File: src/sv/dmhp_pkg.sv
// package for the dicom meta header parser: types, codes and vr tables
package dmhp_pkg;

	localparam int PREAMBLE_BYTES = 128;
	localparam int PREFIX_LEN = PREAMBLE_BYTES + 4;

	typedef enum logic [1:0] {
		PH_PREFIX,
		PH_HEADER,
		PH_VALUE,
		PH_DONE
	} phase_t;

	localparam logic [1:0] KIND_HEADER = 2'd0;
	localparam logic [1:0] KIND_VALUE  = 2'd1;
	localparam logic [1:0] KIND_OK     = 2'd2;
	localparam logic [1:0] KIND_FAIL   = 2'd3;

	localparam logic [2:0] FR_NONE      = 3'd0;
	localparam logic [2:0] FR_PREFIX    = 3'd1;
	localparam logic [2:0] FR_VR        = 3'd2;
	localparam logic [2:0] FR_TRUNCATED = 3'd3;
	localparam logic [2:0] FR_FIRST     = 3'd4;
	localparam logic [2:0] FR_INVALID   = 3'd5;

	localparam logic [4:0] VR_AE = 5'd0,  VR_AS = 5'd1,  VR_AT = 5'd2,  VR_CS = 5'd3;
	localparam logic [4:0] VR_DA = 5'd4,  VR_DS = 5'd5,  VR_DT = 5'd6,  VR_FD = 5'd7;
	localparam logic [4:0] VR_FL = 5'd8,  VR_IS = 5'd9,  VR_LO = 5'd10, VR_LT = 5'd11;
	localparam logic [4:0] VR_OB = 5'd12, VR_OD = 5'd13, VR_OF = 5'd14, VR_OL = 5'd15;
	localparam logic [4:0] VR_OW = 5'd16, VR_PN = 5'd17, VR_SH = 5'd18, VR_SL = 5'd19;
	localparam logic [4:0] VR_SQ = 5'd20, VR_SS = 5'd21, VR_ST = 5'd22, VR_TM = 5'd23;
	localparam logic [4:0] VR_UC = 5'd24, VR_UI = 5'd25, VR_UL = 5'd26, VR_UN = 5'd27;
	localparam logic [4:0] VR_UR = 5'd28, VR_US = 5'd29, VR_UT = 5'd30;

	typedef struct packed {
		logic [1:0]  kind;
		logic [15:0] tag_group;
		logic [15:0] tag_element;
		logic [4:0]  vr_code;
		logic [31:0] value_length;
		logic [7:0]  value_byte;
		logic        is_binary;
		logic        is_padding;
		logic        last_value_byte;
		logic [2:0]  fail_reason;
	} res_t;

	// returns {found, code}
	function automatic logic [5:0] vr_lookup(input logic [7:0] c1, input logic [7:0] c2);
		logic [15:0] p;
		logic [5:0] r;
		p = {c1, c2};
		case (p)
			"AE": r = {1'b1, VR_AE};
			"AS": r = {1'b1, VR_AS};
			"AT": r = {1'b1, VR_AT};
			"CS": r = {1'b1, VR_CS};
			"DA": r = {1'b1, VR_DA};
			"DS": r = {1'b1, VR_DS};
			"DT": r = {1'b1, VR_DT};
			"FD": r = {1'b1, VR_FD};
			"FL": r = {1'b1, VR_FL};
			"IS": r = {1'b1, VR_IS};
			"LO": r = {1'b1, VR_LO};
			"LT": r = {1'b1, VR_LT};
			"OB": r = {1'b1, VR_OB};
			"OD": r = {1'b1, VR_OD};
			"OF": r = {1'b1, VR_OF};
			"OL": r = {1'b1, VR_OL};
			"OW": r = {1'b1, VR_OW};
			"PN": r = {1'b1, VR_PN};
			"SH": r = {1'b1, VR_SH};
			"SL": r = {1'b1, VR_SL};
			"SQ": r = {1'b1, VR_SQ};
			"SS": r = {1'b1, VR_SS};
			"ST": r = {1'b1, VR_ST};
			"TM": r = {1'b1, VR_TM};
			"UC": r = {1'b1, VR_UC};
			"UI": r = {1'b1, VR_UI};
			"UL": r = {1'b1, VR_UL};
			"UN": r = {1'b1, VR_UN};
			"UR": r = {1'b1, VR_UR};
			"US": r = {1'b1, VR_US};
			"UT": r = {1'b1, VR_UT};
			default: r = 6'd0;
		endcase
		return r;
	endfunction

	function automatic logic vr_is_long(input logic [4:0] v);
		logic r;
		case (v)
			VR_OB, VR_OD, VR_OF, VR_OL, VR_OW, VR_SQ, VR_UC, VR_UN, VR_UR, VR_UT: r = 1'b1;
			default: r = 1'b0;
		endcase
		return r;
	endfunction

	function automatic logic vr_is_bin(input logic [4:0] v);
		logic r;
		case (v)
			VR_AT, VR_FD, VR_FL, VR_OB, VR_OD, VR_OF, VR_OL, VR_OW,
			VR_SL, VR_SQ, VR_SS, VR_UL, VR_UN, VR_US: r = 1'b1;
			default: r = 1'b0;
		endcase
		return r;
	endfunction

	function automatic logic vr_len_ok(input logic [4:0] v, input logic [31:0] len);
		logic r;
		case (v)
			VR_AE, VR_CS, VR_DS, VR_SH: r = (len <= 32'd16);
			VR_AS, VR_AT, VR_FL, VR_SL, VR_UL: r = (len == 32'd4);
			VR_DA: r = (len <= 32'd18);
			VR_DT: r = (len <= 32'd54);
			VR_FD: r = (len == 32'd8);
			VR_IS: r = (len <= 32'd12);
			VR_LO, VR_UI: r = (len <= 32'd64);
			VR_LT: r = (len <= 32'd10240);
			VR_ST: r = (len <= 32'd1024);
			VR_TM: r = (len <= 32'd28);
			VR_SS, VR_US: r = (len == 32'd2);
			VR_OD: r = (len <= 32'hFFFF_FFF8);
			VR_OF: r = (len <= 32'hFFFF_FFFC);
			VR_UC, VR_UR, VR_UT: r = (len <= 32'hFFFF_FFFE);
			default: r = 1'b1;
		endcase
		return r;
	endfunction

endpackage

File: src/sv/dicom_meta_header_parser.sv
// top level of the dicom meta header parser
//
// Input channel: one file byte per word (data_byte, end_of_file) on
// in_valid / in_stall. Output channel: one result word per transfer
// (kind, tag, vr, length, value byte, flags, fail reason) on
// out_valid / out_stall.
// Each accepted byte is decoded in the cycle it is taken and yields zero,
// one or two result words, written into a four-word output queue. The first
// result is offered on the output the cycle after the byte is accepted if
// the queue was empty. Throughput is one byte per cycle; the input stalls
// only while the queue holds more than two words, so a stalled receiver
// throttles the input once the queue fills and nothing is lost.
// After a finished or failed word all further bytes are taken and dropped
// until reset.
// Reset (arst_n low) puts the parser back at the start of the preamble and
// empties the queue.
module dicom_meta_header_parser (
	input  logic        clk,
	input  logic        arst_n,
	input  logic        in_valid,
	output logic        in_stall,
	input  logic [7:0]  data_byte,
	input  logic        end_of_file,
	output logic        out_valid,
	input  logic        out_stall,
	output logic [1:0]  kind,
	output logic [15:0] tag_group,
	output logic [15:0] tag_element,
	output logic [4:0]  vr_code,
	output logic [31:0] value_length,
	output logic [7:0]  value_byte,
	output logic        is_binary,
	output logic        is_padding,
	output logic        last_value_byte,
	output logic [2:0]  fail_reason
);
	import dmhp_pkg::*;

	localparam logic [32:0] POS_MAX = '1;

	phase_t      phase_q, phase_d;
	logic [32:0] pos_q, pos_d;
	logic [33:0] stop_q, stop_d;
	logic [7:0]  hb_q [0:7];
	logic [7:0]  hb_d [0:7];
	logic [3:0]  hcnt_q, hcnt_d;
	logic [31:0] len_q, len_d;
	logic [31:0] rem_q, rem_d;
	logic [4:0]  vr_q, vr_d;
	logic        age_q, age_d;
	logic [31:0] glv_q, glv_d;
	logic        first_q, first_d;
	logic [2:0]  voff_q, voff_d;

	res_t        r0, r1;
	logic        v0, v1;
	res_t        fifo_q [0:3];
	logic [1:0]  wr_q, rd_q;
	logic [2:0]  cnt_q;
	logic        acc, pop;

	logic [5:0]  look;
	logic [32:0] pos_n;
	logic        fin;
	logic        last;
	res_t        hdr_r, val_r;
	logic [31:0] hlen;

	assign acc = in_valid && !in_stall;
	assign pop = out_valid && !out_stall;
	assign in_stall = (cnt_q > 3'd2);
	assign pos_n = (pos_q == POS_MAX) ? pos_q : pos_q + 33'd1;
	assign look = vr_lookup(hb_q[4], data_byte);
	assign last = (rem_q == 32'd1);

	function automatic res_t mk_end(input logic [1:0] k, input logic [2:0] fr);
		res_t r;
		r = '0;
		r.kind = k;
		r.fail_reason = fr;
		return r;
	endfunction

	always_comb begin
		phase_d = phase_q;
		pos_d = pos_q;
		stop_d = stop_q;
		hb_d = hb_q;
		hcnt_d = hcnt_q;
		len_d = len_q;
		rem_d = rem_q;
		vr_d = vr_q;
		age_d = age_q;
		glv_d = glv_q;
		first_d = first_q;
		voff_d = voff_q;
		r0 = '0;
		r1 = '0;
		v0 = 1'b0;
		v1 = 1'b0;
		fin = 1'b0;
		hlen = len_q;
		hdr_r = '0;
		val_r = '0;
		if (acc && phase_q != PH_DONE) begin
			pos_d = pos_n;
			unique case (phase_q)
				PH_PREFIX: begin
					if (pos_q >= 33'(PREAMBLE_BYTES) && pos_q < 33'(PREFIX_LEN) &&
					    data_byte != 8'("DICM" >> (8 * (3 - (pos_q[1:0]))))) begin
						r0 = mk_end(KIND_FAIL, FR_PREFIX);
						v0 = 1'b1;
						phase_d = PH_DONE;
					end else if (pos_q >= 33'(PREFIX_LEN - 1)) begin
						phase_d = PH_HEADER;
						hcnt_d = 4'd0;
						len_d = '0;
						if (end_of_file) begin
							r0 = mk_end(KIND_FAIL, FR_TRUNCATED);
							v0 = 1'b1;
							phase_d = PH_DONE;
						end
					end else if (end_of_file) begin
						r0 = mk_end(KIND_FAIL, FR_PREFIX);
						v0 = 1'b1;
						phase_d = PH_DONE;
					end
				end
				PH_HEADER: begin
					hcnt_d = hcnt_q + 4'd1;
					if (hcnt_q < 4'd8) begin
						hb_d[hcnt_q[2:0]] = data_byte;
					end else begin
						case (hcnt_q[1:0])
							2'd0: len_d[7:0] = data_byte;
							2'd1: len_d[15:8] = data_byte;
							2'd2: len_d[23:16] = data_byte;
							default: len_d[31:24] = data_byte;
						endcase
					end
					if (hcnt_q == 4'd5) begin
						vr_d = look[4:0];
					end
					if (hcnt_q == 4'd5 && !look[5]) begin
						vr_d = VR_AE;
						r0 = mk_end(KIND_FAIL, FR_VR);
						v0 = 1'b1;
						phase_d = PH_DONE;
					end else if ((hcnt_q == 4'd7 && !vr_is_long(vr_q)) || hcnt_q == 4'd11) begin
						if (hcnt_q == 4'd7) begin
							len_d = {16'd0, data_byte, hb_q[6]};
						end
						hlen = len_d;
						if (first_q && ({hb_q[1], hb_q[0]} != 16'h0002 ||
						    {hb_q[3], hb_q[2]} != 16'h0000 || vr_q != VR_UL ||
						    hlen != 32'd4)) begin
							r0 = mk_end(KIND_FAIL, FR_FIRST);
							v0 = 1'b1;
							phase_d = PH_DONE;
						end else if (!first_q && !vr_len_ok(vr_q, hlen)) begin
							r0 = mk_end(KIND_FAIL, FR_INVALID);
							v0 = 1'b1;
							phase_d = PH_DONE;
						end else begin
							hdr_r.kind = KIND_HEADER;
							hdr_r.tag_group = {hb_q[1], hb_q[0]};
							hdr_r.tag_element = {hb_q[3], hb_q[2]};
							hdr_r.vr_code = vr_q;
							hdr_r.value_length = hlen;
							hdr_r.is_binary = vr_is_bin(vr_q);
							r0 = hdr_r;
							v0 = 1'b1;
							rem_d = hlen;
							age_d = 1'b1;
							voff_d = 3'd0;
							if (hlen == 32'd0) begin
								fin = first_q ? (glv_q == 32'd0) : ({1'b0, pos_n} >= stop_q);
								if (first_q) begin
									stop_d = {1'b0, pos_n} + {2'b0, glv_q};
									first_d = 1'b0;
								end
								if (fin) begin
									r1 = mk_end(KIND_OK, FR_NONE);
									v1 = 1'b1;
									phase_d = PH_DONE;
								end else if (end_of_file) begin
									r1 = mk_end(KIND_FAIL, FR_TRUNCATED);
									v1 = 1'b1;
									phase_d = PH_DONE;
								end else begin
									hcnt_d = 4'd0;
									len_d = '0;
								end
							end else if (end_of_file) begin
								r1 = mk_end(KIND_FAIL, FR_TRUNCATED);
								v1 = 1'b1;
								phase_d = PH_DONE;
							end else begin
								phase_d = PH_VALUE;
							end
						end
					end else if (end_of_file) begin
						r0 = mk_end(KIND_FAIL, FR_TRUNCATED);
						v0 = 1'b1;
						phase_d = PH_DONE;
					end
				end
				PH_VALUE: begin
					if (vr_q == VR_AS) begin
						if (voff_q < 3'd3) begin
							if (data_byte < "0" || data_byte > "9") age_d = 1'b0;
						end else if (data_byte != "D" && data_byte != "W" &&
						             data_byte != "M" && data_byte != "Y") begin
							age_d = 1'b0;
						end
					end
					if (first_q && voff_q < 3'd4) begin
						case (voff_q[1:0])
							2'd0: glv_d[7:0] = data_byte;
							2'd1: glv_d[15:8] = data_byte;
							2'd2: glv_d[23:16] = data_byte;
							default: glv_d[31:24] = data_byte;
						endcase
					end
					if (voff_q < 3'd4) voff_d = voff_q + 3'd1;
					val_r.kind = KIND_VALUE;
					val_r.tag_group = {hb_q[1], hb_q[0]};
					val_r.tag_element = {hb_q[3], hb_q[2]};
					val_r.vr_code = vr_q;
					val_r.value_length = len_q;
					val_r.value_byte = data_byte;
					val_r.is_binary = vr_is_bin(vr_q);
					val_r.is_padding = last && vr_q == VR_UI && data_byte == 8'd0;
					val_r.last_value_byte = last;
					r0 = val_r;
					v0 = 1'b1;
					rem_d = rem_q - 32'd1;
					if (last) begin
						if (vr_q == VR_AS && !age_d) begin
							r1 = mk_end(KIND_FAIL, FR_INVALID);
							v1 = 1'b1;
							phase_d = PH_DONE;
						end else begin
							fin = first_q ? (glv_d == 32'd0) : ({1'b0, pos_n} >= stop_q);
							if (first_q) begin
								stop_d = {1'b0, pos_n} + {2'b0, glv_d};
								first_d = 1'b0;
							end
							if (fin) begin
								r1 = mk_end(KIND_OK, FR_NONE);
								v1 = 1'b1;
								phase_d = PH_DONE;
							end else if (end_of_file) begin
								r1 = mk_end(KIND_FAIL, FR_TRUNCATED);
								v1 = 1'b1;
								phase_d = PH_DONE;
							end else begin
								phase_d = PH_HEADER;
								hcnt_d = 4'd0;
								len_d = '0;
							end
						end
					end else if (end_of_file) begin
						r1 = mk_end(KIND_FAIL, FR_TRUNCATED);
						v1 = 1'b1;
						phase_d = PH_DONE;
					end
				end
				default: begin
				end
			endcase
		end
	end

	always_ff @(posedge clk or negedge arst_n) begin
		if (!arst_n) begin
			phase_q <= PH_PREFIX;
			pos_q <= '0;
			stop_q <= '0;
			for (int i = 0; i < 8; i++) hb_q[i] <= '0;
			hcnt_q <= '0;
			len_q <= '0;
			rem_q <= '0;
			vr_q <= VR_AE;
			age_q <= 1'b1;
			glv_q <= '0;
			first_q <= 1'b1;
			voff_q <= '0;
		end else begin
			phase_q <= phase_d;
			pos_q <= pos_d;
			stop_q <= stop_d;
			hb_q <= hb_d;
			hcnt_q <= hcnt_d;
			len_q <= len_d;
			rem_q <= rem_d;
			vr_q <= vr_d;
			age_q <= age_d;
			glv_q <= glv_d;
			first_q <= first_d;
			voff_q <= voff_d;
		end
	end

	// output queue
	always_ff @(posedge clk) begin
		if (v0) fifo_q[wr_q] <= r0;
		if (v1) fifo_q[wr_q + 2'd1] <= r1;
	end

	always_ff @(posedge clk or negedge arst_n) begin
		if (!arst_n) begin
			wr_q <= '0;
			rd_q <= '0;
			cnt_q <= '0;
		end else begin
			wr_q <= wr_q + {1'b0, v0} + {1'b0, v1};
			if (pop) rd_q <= rd_q + 2'd1;
			cnt_q <= cnt_q + {2'b0, v0} + {2'b0, v1} - {2'b0, pop};
		end
	end

	assign out_valid = (cnt_q != 3'd0);
	assign kind = fifo_q[rd_q].kind;
	assign tag_group = fifo_q[rd_q].tag_group;
	assign tag_element = fifo_q[rd_q].tag_element;
	assign vr_code = fifo_q[rd_q].vr_code;
	assign value_length = fifo_q[rd_q].value_length;
	assign value_byte = fifo_q[rd_q].value_byte;
	assign is_binary = fifo_q[rd_q].is_binary;
	assign is_padding = fifo_q[rd_q].is_padding;
	assign last_value_byte = fifo_q[rd_q].last_value_byte;
	assign fail_reason = fifo_q[rd_q].fail_reason;

	a_cnt_max: assert property (@(posedge clk) disable iff (!arst_n) cnt_q <= 3'd4)
		else $error("output queue overflow");
	a_room: assert property (@(posedge clk) disable iff (!arst_n)
		(in_valid && !in_stall) |-> cnt_q <= 3'd2)
		else $error("word accepted without queue room");
	a_done_quiet: assert property (@(posedge clk) disable iff (!arst_n)
		(phase_q == PH_DONE && !pop) |=> cnt_q == $past(cnt_q))
		else $error("result produced after parse end");
	a_two_needs_one: assert property (@(posedge clk) disable iff (!arst_n)
		v1 |-> v0)
		else $error("second result without first");

endmodule

File: config.mk
export PLATFORM = sky130hd
export DESIGN_NAME = dicom_meta_header_parser
export DESIGN_NICKNAME = d
export VERILOG_FILES = /design/src/sv/dmhp_pkg.sv /design/src/sv/dicom_meta_header_parser.sv
export SDC_FILE = /design/constraint.sdc
export NUM_CORES = 1
export LEC_CHECK = 0
export BUFFER_PORTS_ARGS = -buffer_cell sky130_fd_sc_hd__buf_2
export CAP_MARGIN = 25
export CORE_MARGIN = 2
export CORE_UTILIZATION = 35
export CTS_BUF_LIST = sky130_fd_sc_hd__clkbuf_4 sky130_fd_sc_hd__clkbuf_8
export CTS_CLUSTER_DIAMETER = 30
export CTS_CLUSTER_SIZE = 40
export DETAILED_ROUTE_END_ITERATION = 8
export SYNTH_ARGS = -nofsm -noshare
export SYNTH_HDL_FRONTEND = slang
export SYNTH_SLANG_ARGS = --single-unit
File: constraint.sdc
create_clock -name clk -period 7.9 [get_ports clk]
set_input_delay 0.395 -clock clk [delete_from_list [all_inputs] [get_ports clk]]
set_output_delay 0.395 -clock clk [all_outputs]
set_load 0.02 [all_outputs]
==> results of run 1 <==
power by group:
part | internal [µW] | switching, µW
registers | 3720 | 741
clock network | 2920 | 1660
logic | 1760 | 2410
total | 8400 | 4810
layer usage:
layer / share of wire / vias to the layer above / GRT usage / routed length [µm]
li1: - / 13035 / - / -
met5: 0.00026 / - / 0 / 26
met3: 0.067 / 189 / 0.04481 / 6852
met1: 0.44 / 13615 / 0.2829 / 45110
met2: 0.46 / 918 / 0.3290 / 46580
met4: 0.029 / 4 / 0.07552 / 2993
cells by family after synthesis:
group	count (synthesis)
adder cells (fa/ha/maj)	93
AO/OA/AOI/OAI	775
XOR/XNOR	95
buffers and inverters	391
AND/OR/NAND/NOR	1175
multiplexers	397
flip-flops	574
layout by cell type (no fill, tap or decap), types with 94 or more instances in the layout:
cell type                  instances
sky130_fd_sc_hd__a211oi_1        126
sky130_fd_sc_hd__a21oi_1         123
sky130_fd_sc_hd__buf_2            98
sky130_fd_sc_hd__clkbuf_8        171
sky130_fd_sc_hd__dfrtp_1         229
sky130_fd_sc_hd__dfxtp_1         320
sky130_fd_sc_hd__inv_1            94
sky130_fd_sc_hd__mux2_2          132
sky130_fd_sc_hd__mux2i_1         179
sky130_fd_sc_hd__nand2_1         292
sky130_fd_sc_hd__nand3_1         107
sky130_fd_sc_hd__nor2_1          272
sky130_fd_sc_hd__nor3_1          212
sky130_fd_sc_hd__o21ai_0         146
critical path: stages, from the launching register on:
cell and delay [ps]:
sky130_fd_sc_hd__dfrtp_1 450, sky130_fd_sc_hd__ha_1 280, sky130_fd_sc_hd__and3_1 230, sky130_fd_sc_hd__and3_1 220
sky130_fd_sc_hd__nand2_1 90, sky130_fd_sc_hd__o2111a_1 340, sky130_fd_sc_hd__nand2_1 120, sky130_fd_sc_hd__nor3_1 450
sky130_fd_sc_hd__nand4_1 300, sky130_fd_sc_hd__nor2_1 200, sky130_fd_sc_hd__xnor2_1 170, sky130_fd_sc_hd__ha_1 290
sky130_fd_sc_hd__a21o_1 170, sky130_fd_sc_hd__a21o_1 170, sky130_fd_sc_hd__a21oi_1 150, sky130_fd_sc_hd__o21ai_0 110
sky130_fd_sc_hd__a22o_1 240, sky130_fd_sc_hd__or3_1 430, sky130_fd_sc_hd__a31o_2 270, sky130_fd_sc_hd__o211ai_2 280
sky130_fd_sc_hd__nand2_1 200, sky130_fd_sc_hd__inv_1 100, sky130_fd_sc_hd__ha_1 240, sky130_fd_sc_hd__fa_1 390
sky130_fd_sc_hd__inv_1 70, sky130_fd_sc_hd__fa_1 400
path summary, 6_finish.rpt:
check                                          startpoint                   endpoint  slack [ps]
worst min register to register  fifo_q[3][8]$_SDFFE_PP0P_  fifo_q[3][8]$_SDFFE_PP0P_         450
max in group asynchronous                          arst_n      hcnt_q[3]$_DFFE_PN0P_        6210
worst min-delay path                         data_byte[0]       len_q[8]$_DFFE_PN0P_          90
worst max-delay path                 pos_q[0]$_DFFE_PN0P_         cnt_q[1]$_DFF_PN0_        1400
min in group asynchronous                          arst_n       pos_q[7]$_DFFE_PN0P_         180
worst max register to register       pos_q[0]$_DFFE_PN0P_         cnt_q[1]$_DFF_PN0_        1400
metrics by stage:
stage                     hold slack (ps)  power [µW]
after floorplan                     99.41        7365
after global placement              425.0        8579
after detailed placement            419.2        8656
after CTS                           39.50       13290
after global routing                87.88       13960
final                               90.48       13220
registers in the layout, indices dropped and copies added (netlist names):
signal and flops:
rem_q 32, len_q 32, first_q 1, rd_q 2, phase_q 2, pos_q 33
cnt_q 3, fifo_q 340, glv_q 32, age_q 1, hcnt_q 4, voff_q 3
stop_q 34, hb_q 48, wr_q 2, vr_q 5
repair_timing:
action,4_1_cts,5_1_grt
hold endpoints to repair,75,0
hold buffers,3,0
resized for setup,0,0
endpoints found under the setup margin,0,0
area by class of cell:
type,instances,area (µm²),share of cell area
diodes,2,5.005,0.0001317
clock inverters,85,1229,0.03233
inverters,94,352.8,0.009284
well taps,1254,1569,0.04128
clock buffers,190,2496,0.06568
multi-input cells,2535,18360,0.4831
flip-flops and latches,574,12870,0.3387
repair buffers,166,1120,0.02946
cell usage after synthesis (all sizes together), types with 44 or more instances:
master | number | area [µm²]
dfrtp | 232 | 5806
clkbuf | 208 | 780.8
a21oi | 129 | 660.6
mux2 | 133 | 1498
nor3 | 220 | 1101
mux2i | 179 | 1792
xnor2 | 56 | 490.5
mux4 | 85 | 1914
dfxtp | 320 | 6406
o22ai | 44 | 275.3
a22oi | 44 | 330.3
nand2 | 292 | 1096
a211oi | 129 | 983.4
nand3 | 107 | 535.5
inv | 94 | 352.8
ha | 89 | 1114
buf | 89 | 426.7
nor2 | 275 | 1032
o21ai | 148 | 740.7
==> insert_results.sql, run 1 <==
INSERT INTO impl_metrics (metric_group, metric, value, unit) VALUES
('clocking', 'insertion_delay', '820', 'ps'),
('sta', 'slew_at_the_pin_with_the_worst_max_slew_slack', '1085', 'ps'),
('logic_synthesis', 'synth_top_family_by_area', 'simple AND/OR/NAND/NOR gates', ''),
('logic_synthesis', 'postSynthCellCount', '3500', ''),
('logic_synthesis', 'post_synth_adder_cell_area', '0.03655', ''),
('worst_setup_path', 'crit_fanout', '9', ''),
('global_route', 'grtUsageTotal', '0.2093', ''),
('sta', 'least_setup_slack_across_all_paths_after_layout', '1401', 'ps'),
('sta', 'timing.final.hold_violations', '0', ''),
('pwr', 'ir_drop', '0.2258', 'mV'),
('worst_setup_path', 'critical_path.endpoint_type', 'flop', ''),
('logic_synthesis', 'synth.cell_area', '32660', 'µm²'),
('final_layout', 'final_layout_size_suffix_gt1_frac', '0.1965', ''),
('clocking', 'clkTransAtPathRegs', '60', 'ps'),
('route', 'drc_errors', '0', ''),
('logic_synthesis', 'async_reset_ff_frac', '0.4077', ''),
('logic_synthesis', 'yosys.area_share.simple', '0.1745', ''),
('worst_setup_path', 'worst-endpoint-arrival', '7160', 'ps'),
('route', 'vias', '27761', ''),
('place', 'placement.io_buffers', '99', ''),
('sta', 'final-max-slew-violation-count', '0', ''),
('die', 'ioPinCount', '100', ''),
('logic_synthesis', 'synth_seq_area_share', '0.3939', ''),
('sta', 'fmaxAchievable', '153.9', 'MHz'),
('final_layout', 'fin_nets', '3624', ''),
('status', 'run_status', 'complete, no violations', ''),
('sta', 'number_of_setup_violations_in_the_final_report', '0', ''),
('route', 'avgRoutedWirePerCell', '20.73', 'µm'),
('logic_synthesis', 'synth_enable_flop_cells', '20', ''),
('final_layout', 'final_design_utilization', '0.4091', ''),
('final_layout', 'fillCellCount', '9204', ''),
('logic_synthesis', 'postSynthAreaPerCell', '9.331', 'µm²'),
('global_route', 'grt_max_degree', '165', ''),
('die', 'starting_density_of_the_core', '0.3515', ''),
('route', 'number_of_iterations_in_the_first_detailed_routing_pass', '7', ''),
('logic_synthesis', 'yosys_warnings', '0', ''),
('die', 'core_area', '92910', 'µm²'),
('worst_setup_path', 'critPathLaunchType', 'flop', ''),
('clocking', 'cts-root-to-sink-buffers', '3', ''),
('sta', 'worst_setup_skew_after_layout', '70.03', 'ps'),
('clocking', 'cts.root.buffer_cell', 'sky130_fd_sc_hd__clkbuf_8', ''),
('clocking', 'clock_sink_count', '574', ''),
('place', 'placed_area', '34250', 'µm²'),
('worst_setup_path', 'timing.reg2reg.worst_path_depth', '25', ''),
('logic_synthesis', 'complex_gate_fraction_of_the_synthesized_area', '0.1624', ''),
('logic_synthesis', 'mappedNetlistNets', '3606', ''),
('sta', 'crit_share_post_route', '0.8226', ''),
('clocking', 'post-cts-setup-buffers', '0', ''),
('place', 'dp.cells', '4620', ''),
('die', 'die-width', '309.5', 'µm'),
('clocking', 'tritoncts', 'done', ''),
('route', 'ant_nets', '0', ''),
('global_route', 'globalRoute.totalOverflow', '0', ''),
('global_route', 'antenna_found_initial', '4', ''),
('worst_setup_path', 'critical_path_class', 'flop to flop', ''),
('logic_synthesis', 'synthXorXnorAreaFrac', '0.02548', ''),
('worst_setup_path', 'critical_path_required', '8560', 'ps'),
('logic_synthesis', 'ys.flop_type', 'sky130_fd_sc_hd__dfxtp_1', ''),
('final_layout', 'finalNonFillerCells', '4900', ''),
('logic_synthesis', 'synth.area.mux_share', '0.1593', ''),
('die', 'die_area', '95770', 'µm²'),
('place', 'place.detailed.hpwl', '64500', 'µm'),
('clocking', 'cts-buffers-inserted', '147', ''),
('final_layout', 'syn2layout_area_growth', '16.38', '%'),
('sta', 'period_needed', '6499', 'ps'),
('pwr', 'cell_pwr_density', '347.8', 'nW/µm²'),
('global_route', 'grt_pass1_wl', '158300', 'µm'),
('clocking', 'htree_num_levels', '4', ''),
('die', 'floorplan.die.height', '309.5', 'µm'),
('global_route', 'grt_pass1_vias', '27266', ''),
('route', 'drtIter0Drc', '2119', '');
Note: power is estimated with default switching activity, not from simulation.
==> inputs of run 2 (changes only) <==
Clock period 7.9 ns to 5.8 ns, I/O delays scaled along.
==> run 2 against run 1 <==
Compared with the run above:
- via count up 0.96%
- global-route usage grew 0.41 points
- clock skew rose by 2.0 ps
- critical path depth did not move
- worst hold slack got worse by 72 ps
- largest power group is now registers
- worst setup slack got worse by 1200 ps
- power is 34% higher
- register-to-register slack worse by 1200 ps
- first-iteration DRC count up 26%
- critical path type unchanged
==> insert_results.sql, run 2 (synthesis results as in run 1) <==
INSERT INTO impl_metrics (metric_group, metric, value, unit) VALUES
('global_route', 'grt_pass1_wl', '161000', 'µm'),
('worst_hold_path', 'hold_class', 'primary input to asynchronous set/reset pin', ''),
('place', 'pre_cts_ws', '113.5', 'ps'),
('worst_setup_path', 'worst_path_largest_cell_delay', '420', 'ps'),
('final_layout', 'fin_nets', '3692', ''),
('clocking', 'clkTransAtPathRegs', '50', 'ps'),
('sta', 'timing.slew.headroom', '0.2074', ''),
('worst_setup_path', 'critical_path_class', 'flop to flop', ''),
('final_layout', 'multi_input_area', '18390', 'µm²'),
('worst_setup_path', 'critPathLaunchType', 'flop', ''),
('sta', 'fmaxAchievable', '178.6', 'MHz'),
('final_layout', 'largest_reg_flops', '340', ''),
('route', 'avgRoutedWirePerCell', '20.81', 'µm'),
('final_layout', 'register_area', '12870', 'µm²'),
('sta', 'crit_share_post_route', '0.9654', ''),
('die', 'starting_density_of_the_core', '0.3515', ''),
('sta', 'timing.final.hold_violations', '0', ''),
('worst_setup_path', 'worst_path_max_delay_cell', 'sky130_fd_sc_hd__or3_4', ''),
('final_layout', 'final_layout_size_suffix_gt1_frac', '0.2096', ''),
('worst_setup_path', 'critical_path.endpoint_type', 'flop', ''),
('clocking', 'clock_sink_count', '574', ''),
('final_layout', 'syn2layout_area_growth', '17.40', '%'),
('place', 'place.detailed.hpwl', '68050', 'µm'),
('final_layout', 'mostFrequentLayoutCell', 'sky130_fd_sc_hd__dfxtp_1', ''),
('pwr', 'cell_pwr_density', '460.5', 'nW/µm²'),
('die', 'die_area', '95770', 'µm²'),
('clocking', 'cts.root.buffer_cell', 'sky130_fd_sc_hd__clkbuf_8', ''),
('route', 'vias', '28027', ''),
('pwr', 'power.switching_fraction', '0.3717', ''),
('global_route', 'grt_max_degree', '170', ''),
('sta', 'period_needed', '5599', 'ps'),
('pwr', 'pwr-share-clk', '0.327', ''),
('sta', 'worst_hold_slack', '18.15', 'ps'),
('die', 'die-width', '309.5', 'µm'),
('pwr', 'power_frac_seq', '0.341', ''),
('route', 'drc_errors', '0', ''),
('place', 'place_congestion', '0.9329', ''),
('job', 'timing.max_cap.violations', '0', ''),
('global_route', 'grt_pass1_vias', '27386', ''),
('final_layout', 'layout.cells.most_common_list', '320 x sky130_fd_sc_hd__dfxtp_1, 292 x sky130_fd_sc_hd__nand2_1, 273 x sky130_fd_sc_hd__nor2_1', ''),
('clocking', 'cts-buffers-inserted', '142', ''),
('pwr', 'total_power', '17650', 'µW'),
('worst_setup_path', 'crit_fanout', '4', ''),
('sta', 'tns', '0', 'ps'),
('sta', 'least_setup_slack_across_all_paths_after_layout', '200.9', 'ps'),
('clocking', 'cts-root-to-sink-buffers', '3', ''),
('die', 'floorplan.die.height', '309.5', 'µm'),
('sta', 'slew_at_the_pin_with_the_worst_max_slew_slack', '1189', 'ps'),
('sta', 'number_of_setup_violations_in_the_final_report', '0', ''),
('final_layout', 'fillCellCount', '9202', ''),
('pwr', 'ir_drop', '0.2975', 'mV'),
('sta', 'final-max-slew-violation-count', '0', ''),
('die', 'core_area', '92910', 'µm²'),
('die', 'rows', '112', ''),
('route', 'vias_per_cell', '5.649', ''),
('route', 'totalWireLength', '103200', 'µm'),
('sta', 'worst_setup_skew_after_layout', '72.03', 'ps'),
('place', 'placement.io_buffers', '99', ''),
('route', 'ant_nets', '0', ''),
('clocking', 'tritoncts', 'done', ''),
('final_layout', 'layout_top_registers', 'fifo_q (340), hb_q (48), stop_q (34)', ''),
('worst_setup_path', 'critical_path_required', '6470', 'ps'),
('pwr', 'internal_power', '11090', 'µW'),
('global_route', 'globalRoute.totalOverflow', '0', ''),
('final_layout', 'largest_register', 'fifo_q', ''),
('die', 'ioPinCount', '100', ''),
('pwr', 'leakage_power', '0.01521', 'µW'),
('pwr', 'power.share.combinational', '0.332', ''),
('clocking', 'insertion_delay', '850', 'ps'),
('worst_setup_path', 'worst-endpoint-arrival', '6270', 'ps'),
('clocking', 'htree_num_levels', '4', ''),
('global_route', 'antenna_found_initial', '3', ''),
('global_route', 'grtUsageTotal', '0.2133', ''),
('pwr', 'net-switching-power', '6562', 'µW'),
('route', 'number_of_iterations_in_the_first_detailed_routing_pass', '5', ''),
('status', 'run_status', 'complete, no violations', ''),
('route', 'drtIter0Drc', '2666', '');
-- run 2: final timing paths --
check	from	endpoint	slack [ps]	depth (start not counted)
max	pos_q[0]$_DFFE_PN0P_	cnt_q[1]$_DFF_PN0_	200	25
min	arst_n	pos_q[3]$_DFFE_PN0P_	20	2
max reg2reg	pos_q[0]$_DFFE_PN0P_	cnt_q[1]$_DFF_PN0_	200	25
min reg2reg	fifo_q[0][10]$_SDFFE_PP0P_	fifo_q[0][10]$_SDFFE_PP0P_	450	2
max in group asynchronous	arst_n	hcnt_q[3]$_DFFE_PN0P_	4250	3
min in group clk	data_byte[5]	hb_q[13]$_DFFE_PN0P_	50	2
-- run 2: layer usage --
metal,global-route usage,vias up,wire [µm]
met3,0.04044,163,6467
met2,0.3462,935,48710
li1,-,13161,-
met5,0,-,25
met1,0.2853,13764,45710
met4,0.07011,4,2317
-- run 2: stage by stage --
step / utilization / cell area, µm² / instances
global placement: 0.3745 / 34800 / 4687
CTS: 0.4121 / 38290 / 4956
detailed placement: 0.3745 / 34800 / 4687
global route: 0.4127 / 38340 / 4961
finish: 0.4127 / 38340 / 4961
floorplan: - / 32660 / 3500
-- run 2: timing repair --
item | 4_1_cts | 5_1_grt
setup buffers | 0 | 0
endpoints found under the hold margin | 77 | 0
hold buffers | 8 | 0
resized for setup | 0 | 5
endpoints found under the setup margin | 0 | 2
-- run 2: worst max-delay path: cells and delay by family (launching register included) --
family	cells	cell delay (ps)
compound gates	7	1280
xor+xnor	1	250
simple gates	9	1680
flops	1	370
buf+inv	3	330
fa+ha+maj	5	1560
-- run 2: cell type report --
cell class,instances,share of cell area
repair buffers,239,0.04536
multi-input cells,2535,0.4796
diodes,4,0.0002611
well taps,1254,0.04092
flip-flops and latches,574,0.3358
clock inverters,86,0.02852
inverters,94,0.009203
clock buffers,175,0.06037
-- run 2: power groups by stage --
stage	sequential, µW	clock (µW)	combinational (µW)
after global routing	6170	6090	6440
after CTS	6000	5890	5860
after global placement	6040	0	5770
after detailed placement	6060	0	5840
final	6010	5780	5870
after floorplan	5650	0	4380
==> inputs of run 3 (changes only) <==
Settings changed: ABC_CLOCK_PERIOD_IN_PS set to 5800, GPL_TIMING_DRIVEN set to 0, REMOVE_ABC_BUFFERS set to 1.
==> run 3 against run 2 <==
Compared with the run above:
- worst hold slack improved by 73 ps
- flip-flop and latch count did not move
- wire length barely moved
- sequential share of layout area fell by 0.80 points
- maximum frequency fell by 1.2%
- sequential power rose by 1%
- cell count barely moved
- cell area rose by 2.6%
- clock-buffer cell count rose by 12
- first-iteration DRC count fell by 0.53%
- critical path type unchanged
- critical endpoint unchanged
- largest cell class unchanged
==> insert_results.sql, run 3 (synthesis results as in run 1) <==
INSERT INTO impl_metrics (metric_group, metric, value, unit) VALUES
('status', 'run_status', 'complete, no violations', ''),
('sta', 'worst_setup_skew_after_layout', '65.20', 'ps'),
('place', 'pre_cts_ws', '-1446', 'ps'),
('clocking', 'cts-root-to-sink-buffers', '3', ''),
('worst_setup_path', 'crit_fanout', '6', ''),
('sta', 'least_setup_slack_across_all_paths_after_layout', '131.0', 'ps'),
('route', 'drtIter0Drc', '2652', ''),
('worst_setup_path', 'critical_path.reg2reg.endpoint', 'cnt_q[1]$_DFF_PN0_', ''),
('worst_setup_path', 'critical_path_required', '6470', 'ps'),
('global_route', 'grt_pass1_wl', '160200', 'µm'),
('final_layout', 'mostFrequentLayoutCell', 'sky130_fd_sc_hd__dfxtp_1', ''),
('pwr', 'power.switching_fraction', '0.3653', ''),
('route', 'totalWireLength', '103300', 'µm'),
('final_layout', 'largest_register', 'fifo_q', ''),
('die', 'ioPinCount', '100', ''),
('clocking', 'clock_sink_count', '574', ''),
('worst_setup_path', 'timing.reg2reg.worst_path_depth', '26', ''),
('sta', 'fmaxAchievable', '176.4', 'MHz'),
('clocking', 'cts-buffers-inserted', '140', ''),
('final_layout', 'finalNonFillerCells', '4962', ''),
('pwr', 'internal_power', '11420', 'µW'),
('clocking', 'tritoncts', 'done', ''),
('die', 'floorplan.die.height', '309.5', 'µm'),
('final_layout', 'final_design_area_no_fill', '39330', 'µm²'),
('global_route', 'antenna_found_initial', '4', ''),
('worst_setup_path', 'worst_path_max_delay_cell', 'sky130_fd_sc_hd__dfrtp_2', ''),
('sta', 'number_of_setup_violations_in_the_final_report', '0', ''),
('sta', 'rsz_0062_raised_after_global_routing', 'yes', ''),
('die', 'rows', '112', ''),
('route', 'vias', '28312', ''),
('pwr', 'power_frac_seq', '0.338', ''),
('die', 'starting_density_of_the_core', '0.3515', ''),
('pwr', 'net-switching-power', '6572', 'µW'),
('global_route', 'globalRoute.totalOverflow', '0', ''),
('die', 'die-width', '309.5', 'µm'),
('route', 'vias_per_cell', '5.706', ''),
('global_route', 'grt_pass1_vias', '27474', ''),
('sta', 'final-max-slew-violation-count', '0', ''),
('route', 'avgRoutedWirePerCell', '20.81', 'µm'),
('clocking', 'cts.root.buffer_cell', 'sky130_fd_sc_hd__clkbuf_8', ''),
('global_route', 'grtUsageTotal', '0.2117', ''),
('worst_hold_path', 'hold_depth', '4', ''),
('final_layout', 'layout_top_registers', 'fifo_q (340), hb_q (48), stop_q (34)', ''),
('pwr', 'total_power', '17990', 'µW'),
('sta', 'crit_share_post_route', '0.9774', ''),
('route', 'drc_errors', '0', ''),
('clocking', 'clkTransAtPathRegs', '60', 'ps'),
('clocking', 'insertion_delay', '820', 'ps'),
('worst_setup_path', 'regToRegSetupSlack', '130', 'ps'),
('sta', 'timing.final.hold_violations', '0', ''),
('route', 'ant_nets', '0', ''),
('place', 'placement.io_buffers', '99', ''),
('final_layout', 'fin_nets', '3696', ''),
('final_layout', 'layout.cells.most_common_list', '320 x sky130_fd_sc_hd__dfxtp_1, 287 x sky130_fd_sc_hd__nand2_1, 269 x sky130_fd_sc_hd__nor2_1', ''),
('final_layout', 'syn2layout_area_growth', '20.42', '%'),
('worst_setup_path', 'timing.rr.start', 'pos_q[1]$_DFFE_PN0P_', ''),
('pwr', 'power.share.combinational', '0.333', ''),
('place', 'dp.cells', '4659', ''),
('worst_setup_path', 'critical_path_class', 'flop to flop', ''),
('die', 'core_area', '92910', 'µm²'),
('final_layout', 'largest_reg_flops', '340', ''),
('worst_hold_path', 'hold_class', 'primary input to flop', ''),
('clocking', 'htree_num_levels', '4', ''),
('pwr', 'cell_pwr_density', '457.5', 'nW/µm²'),
('pwr', 'pwr-share-clk', '0.329', ''),
('global_route', 'grt_max_degree', '94', ''),
('worst_setup_path', 'endpoint', 'cnt_q[1]$_DFF_PN0_', ''),
('die', 'die_area', '95770', 'µm²'),
('worst_setup_path', 'worst_path_largest_cell_delay', '440', 'ps'),
('final_layout', 'final_design_utilization', '0.4233', ''),
('worst_setup_path', 'worst-endpoint-arrival', '6340', 'ps'),
('worst_setup_path', 'critPathLaunchType', 'flop', ''),
('place', 'place.detailed.hpwl', '69260', 'µm'),
('job', 'timing.max_cap.violations', '0', ''),
('place', 'place_congestion', '0.8929', ''),
('sta', 'timing.slew.headroom', '0.2421', ''),
('pwr', 'leakage_power', '0.01553', 'µW'),
('worst_setup_path', 'critical_path.endpoint_type', 'flop', ''),
('route', 'number_of_iterations_in_the_first_detailed_routing_pass', '6', ''),
('pwr', 'ir_drop', '0.2712', 'mV'),
('worst_setup_path', 'setup.worst_path.start', 'pos_q[1]$_DFFE_PN0P_', ''),
('sta', 'period_needed', '5669', 'ps'),
('final_layout', 'final_layout_size_suffix_gt1_frac', '0.2239', ''),
('place', 'placed_area', '35220', 'µm²'),
('sta', 'slew_at_the_pin_with_the_worst_max_slew_slack', '1137', 'ps');
[run 3: cell count changes in the layout (fill, tap and decap cells not counted), sizes merged]
cell and change:
bufinv +3, inv -3, dlygate4sd3 -2, a21oi +3, clkinv -8, clkbuf +12, diode -3, clkinvlp -6
buf +5
[run 3: per-layer routing]
metal	part of all wire	global-route usage	vias up
met4	0.029	0.07507	0
met1	0.43	0.2778	13873
met3	0.061	0.03627	207
li1	-	-	13206
met5	0	0	-
met2	0.48	0.3506	1026
[run 3: power by group through the flow]
stage / clock network, µW / registers [µW] / logic, µW
final: 5920 / 6070 / 5990
after global routing: 6240 / 6240 / 6530
after CTS: 6010 / 6050 / 5930
after detailed placement: 0 / 6110 / 5880
after global placement: 0 / 6360 / 5530
after floorplan: 0 / 5950 / 4050
[run 3: layout make-up]
cell class                      instances  area (µm²)
Fill cell                            8951       53580
Multi-Input combinational cell       2538       18650
Sequential cell                       574       12890
Clock buffer                          187        2449
Timing Repair Buffer                  242        2370
Tap cell                             1254        1569
Clock inverter                         72        1049
Inverter                               94       352.8
Antenna cell                            1       2.502
[run 3: worst max-delay path: cells and delay by family (launching register included)]
family,cells,cell delay (ps)
flip-flops,1,440
AND/OR/NAND/NOR,12,1960
XOR/XNOR,1,180
AO/OA/AOI/OAI,4,910
adder cells (fa/ha/maj),5,1470
buffers and inverters,4,580
[run 3: worst min path at each step]
stage	endpoint	startpoint
finish	pos_q[7]$_DFFE_PN0P_	in_valid
global route	pos_q[7]$_DFFE_PN0P_	in_valid
CTS	pos_q[7]$_DFFE_PN0P_	in_valid
detailed placement	stop_q[6]$_DFFE_PN0P_	arst_n
global placement	fifo_q[3][9]$_SDFFE_PP0P_	fifo_q[3][9]$_SDFFE_PP0P_
floorplan	cnt_q[0]$_DFF_PN0_	arst_n
[run 3: timing repair]
| item | CTS | global route |
|---|---|---|
| hold endpoints to repair | 104 | 0 |
| hold buffers | 6 | 0 |
| pin swaps | 11 | 21 |
| gates cloned | 1 | 2 |
| buffers inserted | 12 | 22 |
| setup endpoints to repair | 402 | 257 |
| resized for setup | 24 | 42 |
[run 3: through the flow]
stage	hold slack, ps	TNS [ps]
2_1_floorplan	-5.591	-1466640
6_report	90.98	0
4_1_cts	26.43	-1288
5_1_grt	76.15	-125.0
3_3_place_gp	439.0	-4463180
3_5_place_dp	395.7	-276090
